### src/hw/rtl/ugns_pkg.sv
`timescale 1ns / 1ps
`default_nettype none
// ----------------------------------------------------------------------------
// ugns_pkg: shared types and constants of the uniform grid neighbour store
// Request modes, register indexes, command format between the front and
// back parts, and configuration reset values.
// ----------------------------------------------------------------------------
package ugns_pkg;

	// Fixed field widths of the request and result channels
	localparam int FIELD_W    = 16;
	localparam int POS_W      = 16;
	localparam int INV_W      = 16;
	localparam int DIM_REG_W  = 7;
	localparam int CELL_ARG_W = 6;
	localparam int SPAN_W     = 3;
	localparam int REACH_W    = 2;
	localparam int MODE_W     = 2;

	// Coordinates in a command cover the largest supported grid (256 cells)
	localparam int COORD_W    = 8;

	// Command queue between front and back
	localparam int CMDQ_DEPTH = 2;

	// Configuration reset values
	localparam logic [INV_W-1:0]     INV_CELL_SIZE_RST = 16'd4096;
	localparam logic [DIM_REG_W-1:0] GRID_WIDTH_RST    = 7'd64;
	localparam logic [DIM_REG_W-1:0] GRID_HEIGHT_RST   = 7'd64;

	typedef enum logic [MODE_W-1:0] {
		MODE_WRITE = 2'd0,
		MODE_READ  = 2'd1,
		MODE_RECT  = 2'd2,
		MODE_NEIGH = 2'd3
	} mode_t;

	typedef enum logic [1:0] {
		REG_INV_CELL_SIZE = 2'd0,
		REG_GRID_WIDTH    = 2'd1,
		REG_GRID_HEIGHT   = 2'd2
	} reg_idx_t;

	typedef enum logic [1:0] {
		CMD_WRITE = 2'd0,
		CMD_SCAN  = 2'd1,
		CMD_NONE  = 2'd2
	} cmd_kind_t;

	typedef enum logic [2:0] {
		BK_CLEAR = 3'd0,
		BK_IDLE  = 3'd1,
		BK_SCAN  = 3'd2,
		BK_DRAIN = 3'd3,
		BK_FLUSH = 3'd4
	} back_state_t;

	typedef struct packed {
		logic [INV_W-1:0]     inv_cell_size;
		logic [DIM_REG_W-1:0] grid_width;
		logic [DIM_REG_W-1:0] grid_height;
	} cfg_t;

	// One classified request: a cell write, a window scan or an empty gather
	typedef struct packed {
		cmd_kind_t          kind;
		logic [COORD_W-1:0] x0;
		logic [COORD_W-1:0] x1;
		logic [COORD_W-1:0] y0;
		logic [COORD_W-1:0] y1;
		logic [COORD_W-1:0] cx;
		logic [COORD_W-1:0] cy;
		logic               skip_centre;
		logic               report_all;
		logic [FIELD_W-1:0] wdata;
	} cmd_t;

endpackage
`default_nettype wire

### src/hw/rtl/ugns_cmd_fifo.sv
`timescale 1ns / 1ps
`default_nettype none
// ----------------------------------------------------------------------------
// ugns_cmd_fifo: short command queue between front and back
// Register-based FIFO; lets either side stall on its own.
// ----------------------------------------------------------------------------
module ugns_cmd_fifo (
	input  logic           clk,
	input  logic           arst_n,
	input  logic           push_valid,
	output logic           push_ready,
	input  ugns_pkg::cmd_t push_data,
	output logic           pop_valid,
	input  logic           pop_ready,
	output ugns_pkg::cmd_t pop_data
);

	localparam int DEPTH = ugns_pkg::CMDQ_DEPTH;
	localparam int PW    = (DEPTH > 1) ? $clog2(DEPTH) : 1;
	localparam int NW    = $clog2(DEPTH + 1);

	ugns_pkg::cmd_t ent_q [DEPTH];
	logic [PW-1:0]  wr_q, rd_q;
	logic [NW-1:0]  cnt_q;
	logic           push, pop;

	assign push_ready = (cnt_q != NW'(DEPTH));
	assign pop_valid  = (cnt_q != '0);
	assign pop_data   = ent_q[rd_q];
	assign push       = push_valid && push_ready;
	assign pop        = pop_valid && pop_ready;

	// Pointers and fill level
	always_ff @(posedge clk or negedge arst_n) begin
		if (!arst_n) begin
			wr_q  <= '0;
			rd_q  <= '0;
			cnt_q <= '0;
		end else begin
			if (push) wr_q <= (wr_q == PW'(DEPTH - 1)) ? '0 : wr_q + PW'(1);
			if (pop)  rd_q <= (rd_q == PW'(DEPTH - 1)) ? '0 : rd_q + PW'(1);
			if (push && !pop)      cnt_q <= cnt_q + NW'(1);
			else if (pop && !push) cnt_q <= cnt_q - NW'(1);
		end
	end

	// Entry storage
	always_ff @(posedge clk) begin
		if (push) ent_q[wr_q] <= push_data;
	end

endmodule
`default_nettype wire

### config.mk
export PLATFORM = sky130hd
export DESIGN_NAME = ugns_cmd_fifo
export DESIGN_NICKNAME = d
export VERILOG_FILES = /design/src/hw/rtl/ugns_pkg.sv /design/src/hw/rtl/ugns_cmd_fifo.sv
export SDC_FILE = /design/constraint.sdc
export NUM_CORES = 1
export LEC_CHECK = 0
export BUFFER_PORTS_ARGS = -buffer_cell sky130_fd_sc_hd__buf_2
export CELL_PAD_IN_SITES_DETAIL_PLACEMENT = 0
export CELL_PAD_IN_SITES_GLOBAL_PLACEMENT = 2
export CORE_ASPECT_RATIO = 0.9
export CORE_MARGIN = 2
export CORE_UTILIZATION = 36
export CTS_BUF_LIST = sky130_fd_sc_hd__clkbuf_4 sky130_fd_sc_hd__clkbuf_8
export DETAILED_ROUTE_END_ITERATION = 10
export GPL_TIMING_DRIVEN = 1
export MAX_ROUTING_LAYER = met4
export PLACE_DENSITY = 0.91
export REMOVE_ABC_BUFFERS = 1
export SLEW_MARGIN = 20
export SYNTH_ARGS = -nofsm -noshare
export SYNTH_HDL_FRONTEND = slang
export SYNTH_SLANG_ARGS = --single-unit
### constraint.sdc
create_clock -name clk -period 3.6 [get_ports clk]
set_input_delay 0.36 -clock clk [delete_from_list [all_inputs] [get_ports clk]]
set_output_delay 0.36 -clock clk [all_outputs]
set_load 0.05 [all_outputs]
==> reports/metrics.yaml <==
outcome: "finished clean"
detailedPlacementHpwl_um: 5614
routed-wl-met3_um: 714
final.setup_skew_ps: 6.334
vias: 2615
via_cell_ratio: 4.432
layout_worst_path_cycle_share: 0.7155
slowest_stage: "dfrtp_4"
postSynthAreaPerCell_um2: 22.36
grt_antenna_before_repair: 1
end_kind: "output pin"
remaining_antenna_violation_count_after_routing: 0
start_util: 0.3673
worst-r2r-setup-slack_ps: 1770
placementRows: 41
numClockSinks: 140
dr.first_iter.drc_count: 127
p_leak_nw: 2.393
grt_pass1_vias: 2827
whs_path_depth: 1
drc: 0
synth_cell_area_um2: 5144
power_density_nw_per_um2: 934.0
worst_hold_path.endpoint: "ent_q[1][41]$_DFFE_PP_"
num_io_pins: 142
clk_pin_slew_worst_paths_ps: 80
reg2reg_to: "ent_q[1][48]$_DFFE_PP_"
syn2layout_area_growth_pct: 24.08
worst-setup-path-type: "reg2out"
timing_max_transition_violations_final: 0
max_cap_violations: 0
max-clock-path-buffers: 2
clk-insertion-delay-late_ps: 440
post_cts_setup_buffers: 0
synthDistinctLibCells: 16
synth.yosys.seq_area_share: 0.8134
port-buffer-count: 141
rr_worst_depth: 2
power.total_mw: 5.961
final-setup-viol-count: 0
worstHoldStart: "push_data[41]"
drt-pass1-iter-count: 4
worst_slew_margin_rel: 0.3340
timing.critical_path.from: "rd_q$_DFFE_PN0P_"
cts_made_buffers: 17
die_area_um2: 15260
achievable_clock_frequency_ghz: 0.3882
r2r_start: "cnt_q[0]$_DFFE_PN0P_"
grt_first_pass_wirelength_um: 13930
synth_warnings: 0
rsz0062_at_grt: "no"
layout.cells.most_common_list: "buf_2, edfxtp_1, mux2_2"
cp.required_ps: 3240
drt-met1-wl_um: 3907
timing.hold.worst.class: "in2reg"
worst_ir_drop_vdd_mv: 0.7137
die_width_um: 130
worst_setup_path_start_kind: "flip-flop"
cpPeakStageDelay_ps: 1090
summed_negative_setup_slack_over_all_endpoints_ps: 0
tritoncts: "done"
ctsRootBufferMaster: "clkbuf_8"
cp_cell_sequence: "mux2_2 > buf_2"
cts_max_level: 4
core_um2: 14000
finalHoldViolations: 0
largest_net_degree_at_the_start_of_global_routing: 70
drive_gt1_frac: 0.6111
totalWireLength_um: 8923
floorplan.die.height_um: 117.4
post_drt_wl_per_cell_um: 15.12
post-route-min-period_ps: 2576
topRoutingLayerUsed: "met4"
wl_met2_um: 4192
ys_ff_latch: 140
num-nets-final: 458
netlist_instances: 230
final_common_cell: "buf_2"
grt_overflow: 0
arrival_ps: 2220
worst-slew-pin-transition_ps: 999.0
grt_usage: 0.1268
globalplace.congestion: 0.6872
worstPathMaxFanout: 69
-- area by class of cell --
type | instances | area [µm²]
antenna | 1 | 2.502
clock buffer | 20 | 256.5
clock inverter | 10 | 53.80
fill | 1223 | 7622
inverter | 1 | 3.754
multi-input combinational | 81 | 905.9
sequential | 140 | 4188
tap | 193 | 241.5
timing repair buffer | 144 | 730.7
-- state kept, by name, indices dropped and copies added (netlist names) --
name / count
rd_q: 1
cnt_q: 2
wr_q: 1
ent_q: 136
-- kinds of logic (layout without fill, tap and decap cells) --
kind of cell               Yosys count  after routing  share of synthesized area
DFF                                140            140                     0.8134
muxes                               68             68                     0.1562
buffers and inverters                9            175                    0.01289
and+or+nand+nor                      7              7                   0.006571
xor gates and xnor gates             5              5                   0.008515
adders and majority gates            1              1                   0.002432
other                                0              1                          0
-- routing by layer --
metal,global-route usage,vias up
li1,-,1216
met4,0.04839,0
met1,0.1494,1277
met5,-,-
met2,0.1885,113
met3,0.06022,9
-- worst max-delay path: cells and delay by family (launching register included) --
kind | cells | cell delay, ps
flops | 1 | 1090
mux | 1 | 430
buf+inv | 1 | 210
-- power breakdown --
| part | internal (mW) | switching [mW] | leakage (nW) |
|---|---|---|---|
| Sequential | 2.23 | 0.245 | 1.31 |
| Clock | 0.476 | 0.541 | 0.157 |
| Combinational | 0.715 | 1.75 | 0.927 |
| Total | 3.42 | 2.54 | 2.39 |
-- how the worst max path moves through the flow --
stage                                        to  slack (ps)
after floorplan           ent_q[0][0]$_DFFE_PP_        -810
after global placement             pop_data[41]        1480
after detailed placement           pop_data[41]        1470
after CTS                          pop_data[41]         960
after global routing               pop_data[41]         890
final                              pop_data[21]        1020
-- stage by stage --
stage                     area (µm²)    util  instances  setup WS, ps  hold slack [ps]
after floorplan                 5081       -        222        -806.5            64.41
after global placement          6060  0.4327        558          1477            170.2
after detailed placement        6060  0.4327        558          1466            175.0
after CTS                       6380  0.4556        589         964.9            68.79
after global routing            6382  0.4557        590         893.8            61.03
final                           6382  0.4557        590          1024            109.8
-- cells in the mapped netlist --
library cell  instances  area share
nor2_1                2      0.0015
buf_8                 1      0.0029
and3_1                1      0.0012
nand2b_1              1      0.0012
ha_1                  1      0.0024
dfrtp_1               4       0.019
edfxtp_1            136        0.79
buf_6                 2      0.0044
inv_1                 1     0.00073
mux2_2               58        0.13
buf_2                 5      0.0049
xor2_1                2      0.0034
mux2_4               10       0.029
xnor2_1               3      0.0051
nand2_1               2      0.0015
or2_2                 1      0.0012
-- timing repair --
action                    4_1_cts  5_1_grt
resized for setup               0        0
hold endpoints to repair        4        0
hold buffers                    1        0
Note: power is estimated with default switching activity, not from simulation.
