===== src/hw/rtl/ugns_pkg.sv =====
`timescale 1ns / 1ps
`default_nettype none
// ----------------------------------------------------------------------------
// ugns_pkg: shared types and constants of the uniform grid neighbour store
// Request modes, register indexes, command format between the front and
// back parts, and configuration reset values.
// ----------------------------------------------------------------------------
package ugns_pkg;

	// Fixed field widths of the request and result channels
	localparam int FIELD_W    = 16;
	localparam int POS_W      = 16;
	localparam int INV_W      = 16;
	localparam int DIM_REG_W  = 7;
	localparam int CELL_ARG_W = 6;
	localparam int SPAN_W     = 3;
	localparam int REACH_W    = 2;
	localparam int MODE_W     = 2;

	// Coordinates in a command cover the largest supported grid (256 cells)
	localparam int COORD_W    = 8;

	// Command queue between front and back
	localparam int CMDQ_DEPTH = 2;

	// Configuration reset values
	localparam logic [INV_W-1:0]     INV_CELL_SIZE_RST = 16'd4096;
	localparam logic [DIM_REG_W-1:0] GRID_WIDTH_RST    = 7'd64;
	localparam logic [DIM_REG_W-1:0] GRID_HEIGHT_RST   = 7'd64;

	typedef enum logic [MODE_W-1:0] {
		MODE_WRITE = 2'd0,
		MODE_READ  = 2'd1,
		MODE_RECT  = 2'd2,
		MODE_NEIGH = 2'd3
	} mode_t;

	typedef enum logic [1:0] {
		REG_INV_CELL_SIZE = 2'd0,
		REG_GRID_WIDTH    = 2'd1,
		REG_GRID_HEIGHT   = 2'd2
	} reg_idx_t;

	typedef enum logic [1:0] {
		CMD_WRITE = 2'd0,
		CMD_SCAN  = 2'd1,
		CMD_NONE  = 2'd2
	} cmd_kind_t;

	typedef enum logic [2:0] {
		BK_CLEAR = 3'd0,
		BK_IDLE  = 3'd1,
		BK_SCAN  = 3'd2,
		BK_DRAIN = 3'd3,
		BK_FLUSH = 3'd4
	} back_state_t;

	typedef struct packed {
		logic [INV_W-1:0]     inv_cell_size;
		logic [DIM_REG_W-1:0] grid_width;
		logic [DIM_REG_W-1:0] grid_height;
	} cfg_t;

	// One classified request: a cell write, a window scan or an empty gather
	typedef struct packed {
		cmd_kind_t          kind;
		logic [COORD_W-1:0] x0;
		logic [COORD_W-1:0] x1;
		logic [COORD_W-1:0] y0;
		logic [COORD_W-1:0] y1;
		logic [COORD_W-1:0] cx;
		logic [COORD_W-1:0] cy;
		logic               skip_centre;
		logic               report_all;
		logic [FIELD_W-1:0] wdata;
	} cmd_t;

endpackage
`default_nettype wire


===== src/hw/rtl/ugns_if.sv =====
`timescale 1ns / 1ps
`default_nettype none
// ----------------------------------------------------------------------------
// ugns_if: request and result channels of the grid store
// Valid/ready channels; a transfer happens when valid and ready are high.
// ----------------------------------------------------------------------------
interface ugns_query_if;
	logic        valid;
	logic        ready;
	logic [1:0]  mode;
	logic [15:0] pos_x;
	logic [15:0] pos_y;
	logic [15:0] index_value;
	logic [5:0]  cell_x;
	logic [5:0]  cell_y;
	logic [2:0]  span_w;
	logic [2:0]  span_h;
	logic [1:0]  reach;

	modport source (
		output valid, mode, pos_x, pos_y, index_value, cell_x, cell_y,
		       span_w, span_h, reach,
		input  ready
	);
	modport sink (
		input  valid, mode, pos_x, pos_y, index_value, cell_x, cell_y,
		       span_w, span_h, reach,
		output ready
	);
endinterface

`default_nettype wire


===== src/hw/rtl/ugns_front.sv =====
`timescale 1ns / 1ps
`default_nettype none
// ----------------------------------------------------------------------------
// ugns_front: request intake and classification
// Maps positions to cells (multiply stage, clamp stage) and turns each
// request into a command with a clamped scan window.
// ----------------------------------------------------------------------------
module ugns_front #(
	parameter int GRID_DIM = 64
) (
	input  logic              clk,
	input  logic              arst_n,
	input  ugns_pkg::cfg_t    cfg,
	input  logic              en,
	ugns_query_if.sink        query,
	output ugns_pkg::cmd_t    cmd,
	output logic              cmd_valid,
	input  logic              cmd_ready
);

	localparam int CW = $clog2(GRID_DIM);
	localparam int EW = (CW + 2 > 9) ? CW + 2 : 9;
	localparam int PW = 2 * ugns_pkg::POS_W;

	// Last column and row in use, size registers clamped to 1..GRID_DIM
	logic [EW-1:0] dim_e, gw_e, gh_e, wm1_e, hm1_e;

	assign dim_e = EW'(GRID_DIM);
	assign gw_e  = EW'(cfg.grid_width);
	assign gh_e  = EW'(cfg.grid_height);
	assign wm1_e = (gw_e == '0) ? '0 : ((gw_e > dim_e) ? dim_e - EW'(1) : gw_e - EW'(1));
	assign hm1_e = (gh_e == '0) ? '0 : ((gh_e > dim_e) ? dim_e - EW'(1) : gh_e - EW'(1));

	// Stage control
	logic v_s1, v_s2;
	logic s2_free, s1_free, ld1;

	assign s2_free     = !v_s2 || cmd_ready;
	assign s1_free     = !v_s1 || s2_free;
	assign query.ready = en && s1_free;
	assign ld1         = query.valid && query.ready;
	assign cmd_valid   = v_s2;

	always_ff @(posedge clk or negedge arst_n) begin
		if (!arst_n) begin
			v_s1 <= 1'b0;
			v_s2 <= 1'b0;
		end else begin
			v_s1 <= ld1 || (v_s1 && !s2_free);
			v_s2 <= (v_s1 && s2_free) || (v_s2 && !cmd_ready);
		end
	end

	// Stage 1: position times cells per unit, keep the integer cell part
	logic [PW-1:0] prod_x, prod_y;

	assign prod_x = PW'(query.pos_x) * PW'(cfg.inv_cell_size);
	assign prod_y = PW'(query.pos_y) * PW'(cfg.inv_cell_size);

	ugns_pkg::mode_t                      mode_s1;
	logic [ugns_pkg::POS_W-1:0]           cx_s1, cy_s1;
	logic [ugns_pkg::FIELD_W-1:0]         idx_s1;
	logic [ugns_pkg::CELL_ARG_W-1:0]      cellx_s1, celly_s1;
	logic [ugns_pkg::SPAN_W-1:0]          spanw_s1, spanh_s1;
	logic [ugns_pkg::REACH_W-1:0]         reach_s1;

	always_ff @(posedge clk) begin
		if (ld1) begin
			mode_s1  <= ugns_pkg::mode_t'(query.mode);
			cx_s1    <= prod_x[PW-1:ugns_pkg::POS_W];
			cy_s1    <= prod_y[PW-1:ugns_pkg::POS_W];
			idx_s1   <= query.index_value;
			cellx_s1 <= query.cell_x;
			celly_s1 <= query.cell_y;
			spanw_s1 <= query.span_w;
			spanh_s1 <= query.span_h;
			reach_s1 <= query.reach;
		end
	end

	// Stage 2: saturate the cell coordinate to the last column / row
	logic [CW-1:0] px_n, py_n;

	assign px_n = (cx_s1 > ugns_pkg::POS_W'(wm1_e)) ? CW'(wm1_e) : CW'(cx_s1);
	assign py_n = (cy_s1 > ugns_pkg::POS_W'(hm1_e)) ? CW'(hm1_e) : CW'(cy_s1);

	ugns_pkg::mode_t                      mode_s2;
	logic [CW-1:0]                        px_s2, py_s2;
	logic [ugns_pkg::FIELD_W-1:0]         idx_s2;
	logic [ugns_pkg::CELL_ARG_W-1:0]      cellx_s2, celly_s2;
	logic [ugns_pkg::SPAN_W-1:0]          spanw_s2, spanh_s2;
	logic [ugns_pkg::REACH_W-1:0]         reach_s2;

	always_ff @(posedge clk) begin
		if (v_s1 && s2_free) begin
			mode_s2  <= mode_s1;
			px_s2    <= px_n;
			py_s2    <= py_n;
			idx_s2   <= idx_s1;
			cellx_s2 <= cellx_s1;
			celly_s2 <= celly_s1;
			spanw_s2 <= spanw_s1;
			spanh_s2 <= spanh_s1;
			reach_s2 <= reach_s1;
		end
	end

	// Command build: window bounds clamped to the grid
	logic [EW-1:0] pxe, pye, re, rx0, rx1, ry0, ry1, nx0, nx1, ny0, ny1;

	always_comb begin
		pxe = EW'(px_s2);
		pye = EW'(py_s2);
		re  = EW'(reach_s2);
		// rectangle
		rx0 = EW'(cellx_s2);
		ry0 = EW'(celly_s2);
		rx1 = rx0 + EW'(spanw_s2);
		ry1 = ry0 + EW'(spanh_s2);
		if (rx1 > wm1_e) rx1 = wm1_e;
		if (ry1 > hm1_e) ry1 = hm1_e;
		// neighbour window, clamped at zero and at the last column / row
		nx0 = (pxe >= re) ? pxe - re : '0;
		ny0 = (pye >= re) ? pye - re : '0;
		nx1 = pxe + re;
		ny1 = pye + re;
		if (nx1 > wm1_e) nx1 = wm1_e;
		if (ny1 > hm1_e) ny1 = hm1_e;

		cmd             = '0;
		cmd.kind        = ugns_pkg::CMD_SCAN;
		cmd.wdata       = idx_s2;
		cmd.cx          = ugns_pkg::COORD_W'(px_s2);
		cmd.cy          = ugns_pkg::COORD_W'(py_s2);
		unique case (mode_s2)
			ugns_pkg::MODE_WRITE: begin
				cmd.kind = ugns_pkg::CMD_WRITE;
				cmd.x0   = ugns_pkg::COORD_W'(px_s2);
				cmd.y0   = ugns_pkg::COORD_W'(py_s2);
			end
			ugns_pkg::MODE_READ: begin
				cmd.x0         = ugns_pkg::COORD_W'(px_s2);
				cmd.x1         = ugns_pkg::COORD_W'(px_s2);
				cmd.y0         = ugns_pkg::COORD_W'(py_s2);
				cmd.y1         = ugns_pkg::COORD_W'(py_s2);
				cmd.report_all = 1'b1;
			end
			ugns_pkg::MODE_RECT: begin
				// rectangle starting off the grid holds nothing
				if (rx0 > wm1_e || ry0 > hm1_e) cmd.kind = ugns_pkg::CMD_NONE;
				cmd.x0 = ugns_pkg::COORD_W'(rx0);
				cmd.x1 = ugns_pkg::COORD_W'(rx1);
				cmd.y0 = ugns_pkg::COORD_W'(ry0);
				cmd.y1 = ugns_pkg::COORD_W'(ry1);
			end
			ugns_pkg::MODE_NEIGH: begin
				cmd.x0          = ugns_pkg::COORD_W'(nx0);
				cmd.x1          = ugns_pkg::COORD_W'(nx1);
				cmd.y0          = ugns_pkg::COORD_W'(ny0);
				cmd.y1          = ugns_pkg::COORD_W'(ny1);
				cmd.skip_centre = 1'b1;
			end
		endcase
	end

endmodule
`default_nettype wire


===== src/flat_wrapper.sv =====
// flat-port wrapper written by rule: the top's interface ports become plain ports
module ugns_front_flat 
#(
	parameter int GRID_DIM = 64
)
  (clk, arst_n, cfg, en, cmd, cmd_valid, cmd_ready, query_valid, query_mode, query_pos_x, query_pos_y, query_index_value, query_cell_x, query_cell_y, query_span_w, query_span_h, query_reach, query_ready);
  ugns_query_if query_i ();
  input  logic clk;
  input  logic arst_n;
  input  ugns_pkg::cfg_t cfg;
  input  logic en;
  output ugns_pkg::cmd_t cmd;
  output logic cmd_valid;
  input  logic cmd_ready;
  input wire logic [$bits(query_i.valid)-1:0] query_valid;
  input wire logic [$bits(query_i.mode)-1:0] query_mode;
  input wire logic [$bits(query_i.pos_x)-1:0] query_pos_x;
  input wire logic [$bits(query_i.pos_y)-1:0] query_pos_y;
  input wire logic [$bits(query_i.index_value)-1:0] query_index_value;
  input wire logic [$bits(query_i.cell_x)-1:0] query_cell_x;
  input wire logic [$bits(query_i.cell_y)-1:0] query_cell_y;
  input wire logic [$bits(query_i.span_w)-1:0] query_span_w;
  input wire logic [$bits(query_i.span_h)-1:0] query_span_h;
  input wire logic [$bits(query_i.reach)-1:0] query_reach;
  output wire logic [$bits(query_i.ready)-1:0] query_ready;
  assign query_i.valid = query_valid;
  assign query_i.mode = query_mode;
  assign query_i.pos_x = query_pos_x;
  assign query_i.pos_y = query_pos_y;
  assign query_i.index_value = query_index_value;
  assign query_i.cell_x = query_cell_x;
  assign query_i.cell_y = query_cell_y;
  assign query_i.span_w = query_span_w;
  assign query_i.span_h = query_span_h;
  assign query_i.reach = query_reach;
  assign query_ready = query_i.ready;
  ugns_front #(.GRID_DIM(GRID_DIM)) u_core (.clk(clk), .arst_n(arst_n), .cfg(cfg), .en(en), .query(query_i), .cmd(cmd), .cmd_valid(cmd_valid), .cmd_ready(cmd_ready));
endmodule

===== config.mk =====
export PLATFORM = sky130hd
export DESIGN_NAME = ugns_front_flat
export DESIGN_NICKNAME = d
export VERILOG_FILES = /design/src/hw/rtl/ugns_pkg.sv /design/src/hw/rtl/ugns_if.sv /design/src/hw/rtl/ugns_front.sv /design/src/flat_wrapper.sv
export SDC_FILE = /design/constraint.sdc
export NUM_CORES = 1
export LEC_CHECK = 0
export BUFFER_PORTS_ARGS = -buffer_cell sky130_fd_sc_hd__buf_2
export CAP_MARGIN = 10
export CORE_MARGIN = 2
export CORE_UTILIZATION = 30
export DETAILED_ROUTE_END_ITERATION = 12
export GPL_ROUTABILITY_DRIVEN = 0
export GPL_TIMING_DRIVEN = 0
export HOLD_SLACK_MARGIN = 0.08
export PLACE_DENSITY = 0.53
export SYNTH_ARGS = -nofsm -noshare
export SYNTH_HDL_FRONTEND = slang
export SYNTH_SLANG_ARGS = --single-unit
export TNS_END_PERCENT = 30

===== constraint.sdc =====
create_clock -name clk -period 10.3 [get_ports clk]
set_input_delay 1.03 -clock clk [delete_from_list [all_inputs] [get_ports clk]]
set_output_delay 1.03 -clock clk [all_outputs]
set_load 0.005 [all_outputs]

==> results.yml, run 1 <==
outcome:
  status: "finished clean"
final_layout:
  mostFrequentLayoutCells: "inv_1 (495), fa_1 (392), nand2_1 (324), ha_1 (278), and2_1 (239)"
  diodes: 0
  syn_to_final_growth_pct: 12.11
  nFillCells: 8091
  nets: 3415
  final_common_cell: "inv_1"
  drive_above_1_share: 0.09800
  multi_input_area_mm2: 0.01757
  regArea_mm2: 0.003654
synth:
  mappedNetlistArea_mm2: 0.02348
  synth.area.top_cells: "fa_1 (33%), edfxtp_1 (15%), ha_1 (15%)"
  synth_ff_type: "edfxtp_1"
  seq_area_frac_synth: 0.1556
  synth-edff-count: 120
  yosys.area.top_type: "fa_1"
  yosysWarnings: 0
  syn_inst: 2447
  synth-seq-cells: 122
  yosysUniqueCellTypes: 84
  avgSynthCellArea_um2: 9.596
  yosysTopAreaCellShare: 0.3342
  synthArstFlopShare: 0.01639
timing:
  setup_viol: 0
  hold_slack_ns: 0.3776
  tightest_slew_ns: 0.8554
  hold_viol: 0
  fin_crit_sh: 0.7291
  rsz0062_at_grt: "no"
  finalClockSkew_ns: 0.01022
  drv_slew: 0
  fin_crit_ns: 7.509
  slew_headroom: 0.4298
  setup_tns_ns: 0
  fmax_mhz: 133.2
power:
  p_leak_uw: 0.01272
  power_density_mw_per_mm2: 301.9
  irDropWorstVdd_uv: 282.6
die:
  fp.coreArea_mm2: 0.07747
  dieHeight_um: 283.8
  dieArea_mm2: 0.08053
  rows: 102
  die-width_um: 283.8
  io_pins: 175
  start_util: 0.3031
clock_tree:
  clock_latency_ns: 0.42
  cts_tree: "built"
  hold_buffers: 0
  root_buffer: "clkbuf_16"
  max-clock-path-buffers: 2
  clkSlewWorstSetupHoldPaths_ns: 0.06
  cts_setup_buffers: 0
  htreeDepth: 4
  numCtsBuffers: 17
  clkSinkCount: 122
  ctsResizeCount: 0
global_route:
  grt_overflow: 0
  grt_pass1_vias: 17830
  grt_pass1_wl_um: 104200
  antenna_found_initial: 8
  grt_use_total: 0.1683
  grt_max_degree: 49
routing:
  via_per_inst: 4.651
  drtPass1Iterations: 5
  postRouteAntennaNets: 0
  routedWlPerCell_um: 18.15
  drt_wl_total_um: 67030
  vias: 17180
  route.detailed.drc: 0
  drtIter0Drc: 977
hold_path:
  min_path_type: "in -> async"
place:
  dp_hpwl_um: 55950
  port_buffers: 167
run:
  max-cap-violations: 0
setup_path:
  worst-setup-path-type: "in -> reg"
  worstPathArrival_ns: 7.75
  end_kind: "register"
  worstSetupStartpointType: "input port"
  critical_path.max_fanout: 10
  r2r_cells: 9
  cp.required_ns: 10.55
[synthesized netlist by cell type, types with 17 or more instances]
cell type    n
inv_1      495
fa_1       392
nand2_1    324
ha_1       278
and2_1     240
edfxtp_1   120
clkbuf_1    91
a21oi_1     50
nor2_1      46
o21ai_0     40
xnor2_1     35
nor3_1      24
a21o_1      23
mux2i_1     22
o21a_1      20
xor2_1      18
nor2b_1     17
[where the power goes]
group / switching [µW] / leakage, µW / internal [µW]
Sequential: 44.1 / 0.00114 / 869
Combinational: 3810 / 0.0113 / 2590
Clock: 226 / 0.000295 / 402
[worst paths after layout]
| check | from | end | slack [ns] |
|---|---|---|---|
| max | cfg[24] | u_core.cy_s1[5] | 2.79 |
| min | arst_n | u_core.cmd_valid | 0.38 |
| max reg2reg | u_core.cy_s1[1] | u_core.py_s2[2] | 7.73 |
| min reg2reg | u_core.idx_s1[15] | u_core.idx_s2[15] | 0.42 |
| max in group asynchronous | arst_n | u_core.v_s1 | 9.83 |
| min in group clk | u_core.idx_s1[15] | u_core.idx_s2[15] | 0.42 |
[flip-flops by register name, summed over array words and instances, names as in the netlist, 2 cells and up]
signal	flops
u_core.cy_s1	16
u_core.idx_s1	16
u_core.idx_s2	16
u_core.celly_s2	6
u_core.cellx_s2	6
u_core.px_s2	6
u_core.mode_s2	2
u_core.spanh_s2	3
u_core.mode_s1	2
u_core.py_s2	6
u_core.cx_s1	16
u_core.celly_s1	6
u_core.spanw_s2	3
u_core.reach_s1	2
u_core.spanh_s1	3
u_core.cellx_s1	6
u_core.spanw_s1	3
u_core.reach_s2	2
[layer usage]
| metal | wire (µm) | track usage | vias up |
|---|---|---|---|
| met4 | 1102 | 0.03452 | 8 |
| met2 | 31100 | 0.2758 | 458 |
| li1 | - | - | 8079 |
| met5 | 55 | 0 | - |
| met1 | 30530 | 0.2310 | 8552 |
| met3 | 4239 | 0.03207 | 78 |
[cells by family (layout without fill, tap and decap cells)]
group / after synthesis / count (layout) / share of synthesized area
and+or+nand+nor: 725 / 725 / 0.1538
adders and majority gates: 673 / 673 / 0.4836
buffers and inverters: 599 / 800 / 0.09719
AOI/OAI and AO/OA: 241 / 241 / 0.07524
DFF: 122 / 122 / 0.1556
xor gates and xnor gates: 53 / 53 / 0.01977
muxes: 33 / 33 / 0.01465
other: 1 / 6 / 0.0001597
[critical path, cell delays in order]
cell and delay (ns):
buf_2 0.18, clkbuf_1 0.37, and2_1 0.28, fa_1 0.53
inv_1 0.05, fa_1 0.52, inv_1 0.06, fa_1 0.59
fa_1 0.58, fa_1 0.57, inv_1 0.07, fa_1 0.54
inv_1 0.05, ha_1 0.36, and4_4 0.25, nand4_1 0.30
o21ai_0 0.63, a21oi_1 0.23, o21bai_2 0.24, nand3_1 0.10
a31oi_1 0.22
[final cells by class]
type | count | area share
Timing Repair Buffer | 169 | 0.03356
Inverter | 496 | 0.07072
Tap cell | 1040 | 0.04943
Buffer | 103 | 0.01597
Multi-Input combinational cell | 1731 | 0.6676
Sequential cell | 122 | 0.1388
Clock buffer | 20 | 0.01773
Clock inverter | 12 | 0.006226
[through the flow]
step                setup slack [ns]    util  total power [µW]  cell area [µm²]  instances
floorplan                      3.650       -              5511            23500       2452
global placement               2.488  0.3309              7321            25640       3659
detailed placement             2.491  0.3317              7310            25690       3661
CTS                            2.928  0.3398              8024            26330       3693
global route                   2.560  0.3398              8917            26330       3693
finish                         2.791  0.3398              7948            26330       3693
No activity file was read; power rests on OpenSTA's default activity.
==> run 2, diff against run 1 <==
PLACE_DENSITY = 0.54   (was 0.53)
clock period = 6.07 ns   (was 10.3 ns; I/O delays follow)
==> run 2 against run 1 <==
Effect of this change: via count is 2.6% higher; combinational power is 110% higher; global-route usage is 0.36 points higher; sequential cell count stayed put; count of clock-buffer cells in the layout is 1 lower; clock skew is 0.00080 ns higher; final cell count is 1.3% higher; wire length is 1.8% higher; critical endpoint is now u_core.cx_s1[15].
==> results.yml, run 2 (synthesis gave the netlist of run 1 again) <==
routing:
  drt_wl_total_um: 68250
  postRouteAntennaNets: 0
  via_per_inst: 4.709
  drtPass1Iterations: 7
  drtIter0Drc: 992
  vias: 17620
  route.detailed.drc: 0
  routedWlPerCell_um: 18.24
power:
  combinationalPowerShare: 0.836
  power_density_mw_per_mm2: 572.1
  p_leak_uw: 0.01356
  power.switching_uw: 7947
  seq_power_share: 0.096
  p_clk_frac: 0.068
  irDropWorstVdd_uv: 530.5
  switching_share: 0.4920
  intPower_uw: 8205
timing:
  tightest_slew_ns: 0.8807
  hold_viol: 0
  slew_headroom: 0.4129
  fin_crit_ns: 6.031
  drv_slew: 0
  rsz0062_at_grt: "yes"
  setup_viol: 0
  fin_crit_sh: 0.9936
  layout_setup_ws_ns: 0.03888
  setup_tns_ns: 0
  fmax_mhz: 165.8
  finalClockSkew_ns: 0.01102
hold_path:
  whs_path_depth: 1
  whs_endpoint: "u_core.idx_s1[8]"
  min_path_type: "in -> reg"
  min-delay-start: "query_index_value[8]"
setup_path:
  r2r_cells: 9
  crit_buf_inv: 6
  r2r-end: "u_core.py_s2[2]"
  timing.rr.start: "u_core.cy_s1[1]"
  cp.required_ns: 6.24
  cp_top_family: "adder cells"
  crit_path_cell_trace: "buf_4 > clkbuf_16 > buf_4 > buf_4 > and2_1 > fa_1 > fa_1 > fa_1 > fa_1 > fa_1 > inv_1 > fa_1 > inv_1 > ha_1 > a21o_1 > a21o_1 > a221oi_4 > nor3_2 > a2111oi_2 > xnor2_1"
  crit_path_frequent_cell: "fa_1"
  worst-setup-path-type: "in -> reg"
  worstPathArrival_ns: 6.20
  worstSetupStartpointType: "input port"
  end_kind: "register"
  critical_path.max_fanout: 8
  slowest_stage: "fa_1"
  slowest_delay_ns: 0.55
  reg2reg_slack_ns: 3.52
clock_tree:
  cts_tree: "built"
  clkSinkCount: 122
  max-clock-path-buffers: 2
  root_buffer: "clkbuf_16"
  clock_latency_ns: 0.43
  htreeDepth: 4
  clkSlewWorstSetupHoldPaths_ns: 0.06
  numCtsBuffers: 17
final_layout:
  nets: 3462
  multi_input_area_mm2: 0.01802
  stdcell_count: 3742
  regArea_mm2: 0.003654
  fin_util: 0.3644
  syn_to_final_growth_pct: 20.23
  drive_above_1_share: 0.1767
  mostFrequentLayoutCells: "inv_1 (477), fa_1 (374), nand2_1 (323), ha_1 (264), and2_1 (224)"
  final_common_cell: "inv_1"
  nFillCells: 7921
die:
  dieHeight_um: 283.8
  io_pins: 175
  fp.coreArea_mm2: 0.07747
  die-width_um: 283.8
  start_util: 0.3031
  dieArea_mm2: 0.08053
  rows: 102
global_route:
  grt_max_degree: 64
  antenna_found_initial: 3
  grt_pass1_wl_um: 107100
  grt_pass1_vias: 18530
  grt_use_total: 0.1719
  grt_overflow: 0
run:
  max-cap-violations: 0
place:
  dp.cells: 3661
  dp_hpwl_um: 55740
  pre_cts_ws_ns: -1.136
  port_buffers: 167
outcome:
  status: "finished clean"
## run 2: how the worst max path moves through the flow
| stage | end | startpoint | depth (start not counted) |
|---|---|---|---|
| 3_3_place_gp | u_core.cy_s1[5] | cfg[24] | 21 |
| 5_1_grt | u_core.cx_s1[15] | cfg[25] | 22 |
| 6_report | u_core.cx_s1[15] | cfg[27] | 20 |
| 3_5_place_dp | u_core.cy_s1[5] | cfg[24] | 21 |
| 2_1_floorplan | u_core.cy_s1[10] | cfg[24] | 21 |
| 4_1_cts | u_core.cx_s1[15] | query_pos_x[4] | 22 |
## run 2: power groups by stage
stage | Combinational (µW) | Clock [µW] | Sequential [µW]
2_1_floorplan | 7980 | 0 | 1540
3_3_place_gp | 11000 | 0 | 1570
3_5_place_dp | 11000 | 0 | 1570
4_1_cts | 12100 | 1130 | 1550
5_1_grt | 15100 | 1160 | 1560
6_report | 13500 | 1100 | 1550
## run 2: area by class of cell
cell class,count,share of cell area
clock inverters,13,0.006825
flip-flops and latches,122,0.1294
multi-input cells,1731,0.6384
clock buffers,19,0.01569
repair buffers,222,0.05403
diodes,2,0.0001773
inverters,496,0.06595
well taps,1040,0.04609
plain buffers,97,0.04339
## run 2: worst register-to-register path: stages, from the launching register on
cell and delay (ns):
edfxtp_1 0.41, ha_1 0.32, nor2b_1 0.13, o21a_1 0.16, o21a_1 0.16, o21a_1 0.16
o211ai_1 0.16, a21oi_1 0.09, nand4b_2 0.35, mux2_2 0.36
## run 2: repair_timing
item	CTS	global route
hold buffers	1	0
resized for setup	256	166
buffers inserted	40	12
pin swaps	45	80
setup endpoints to repair	31	25
endpoints found under the hold margin	2	0
## run 2: through the flow
step                hold slack (ns)  area [µm²]  power (µW)
floorplan                    0.3114       23560        9514
global placement             0.3931       25700       12600
detailed placement           0.3934       25760       12620
CTS                          0.3188       27640       14800
global route                 0.3161       28230       17790
finish                       0.3458       28230       16150
## run 2: routing by layer
layer  vias to the layer above  GRT usage  part of all wire
li1                       8178          -                 -
met1                      8859     0.2360              0.45
met2                       485     0.2830              0.46
met3                        94    0.02613             0.057
met4                         4    0.04339             0.025
met5                         -          0           0.00034
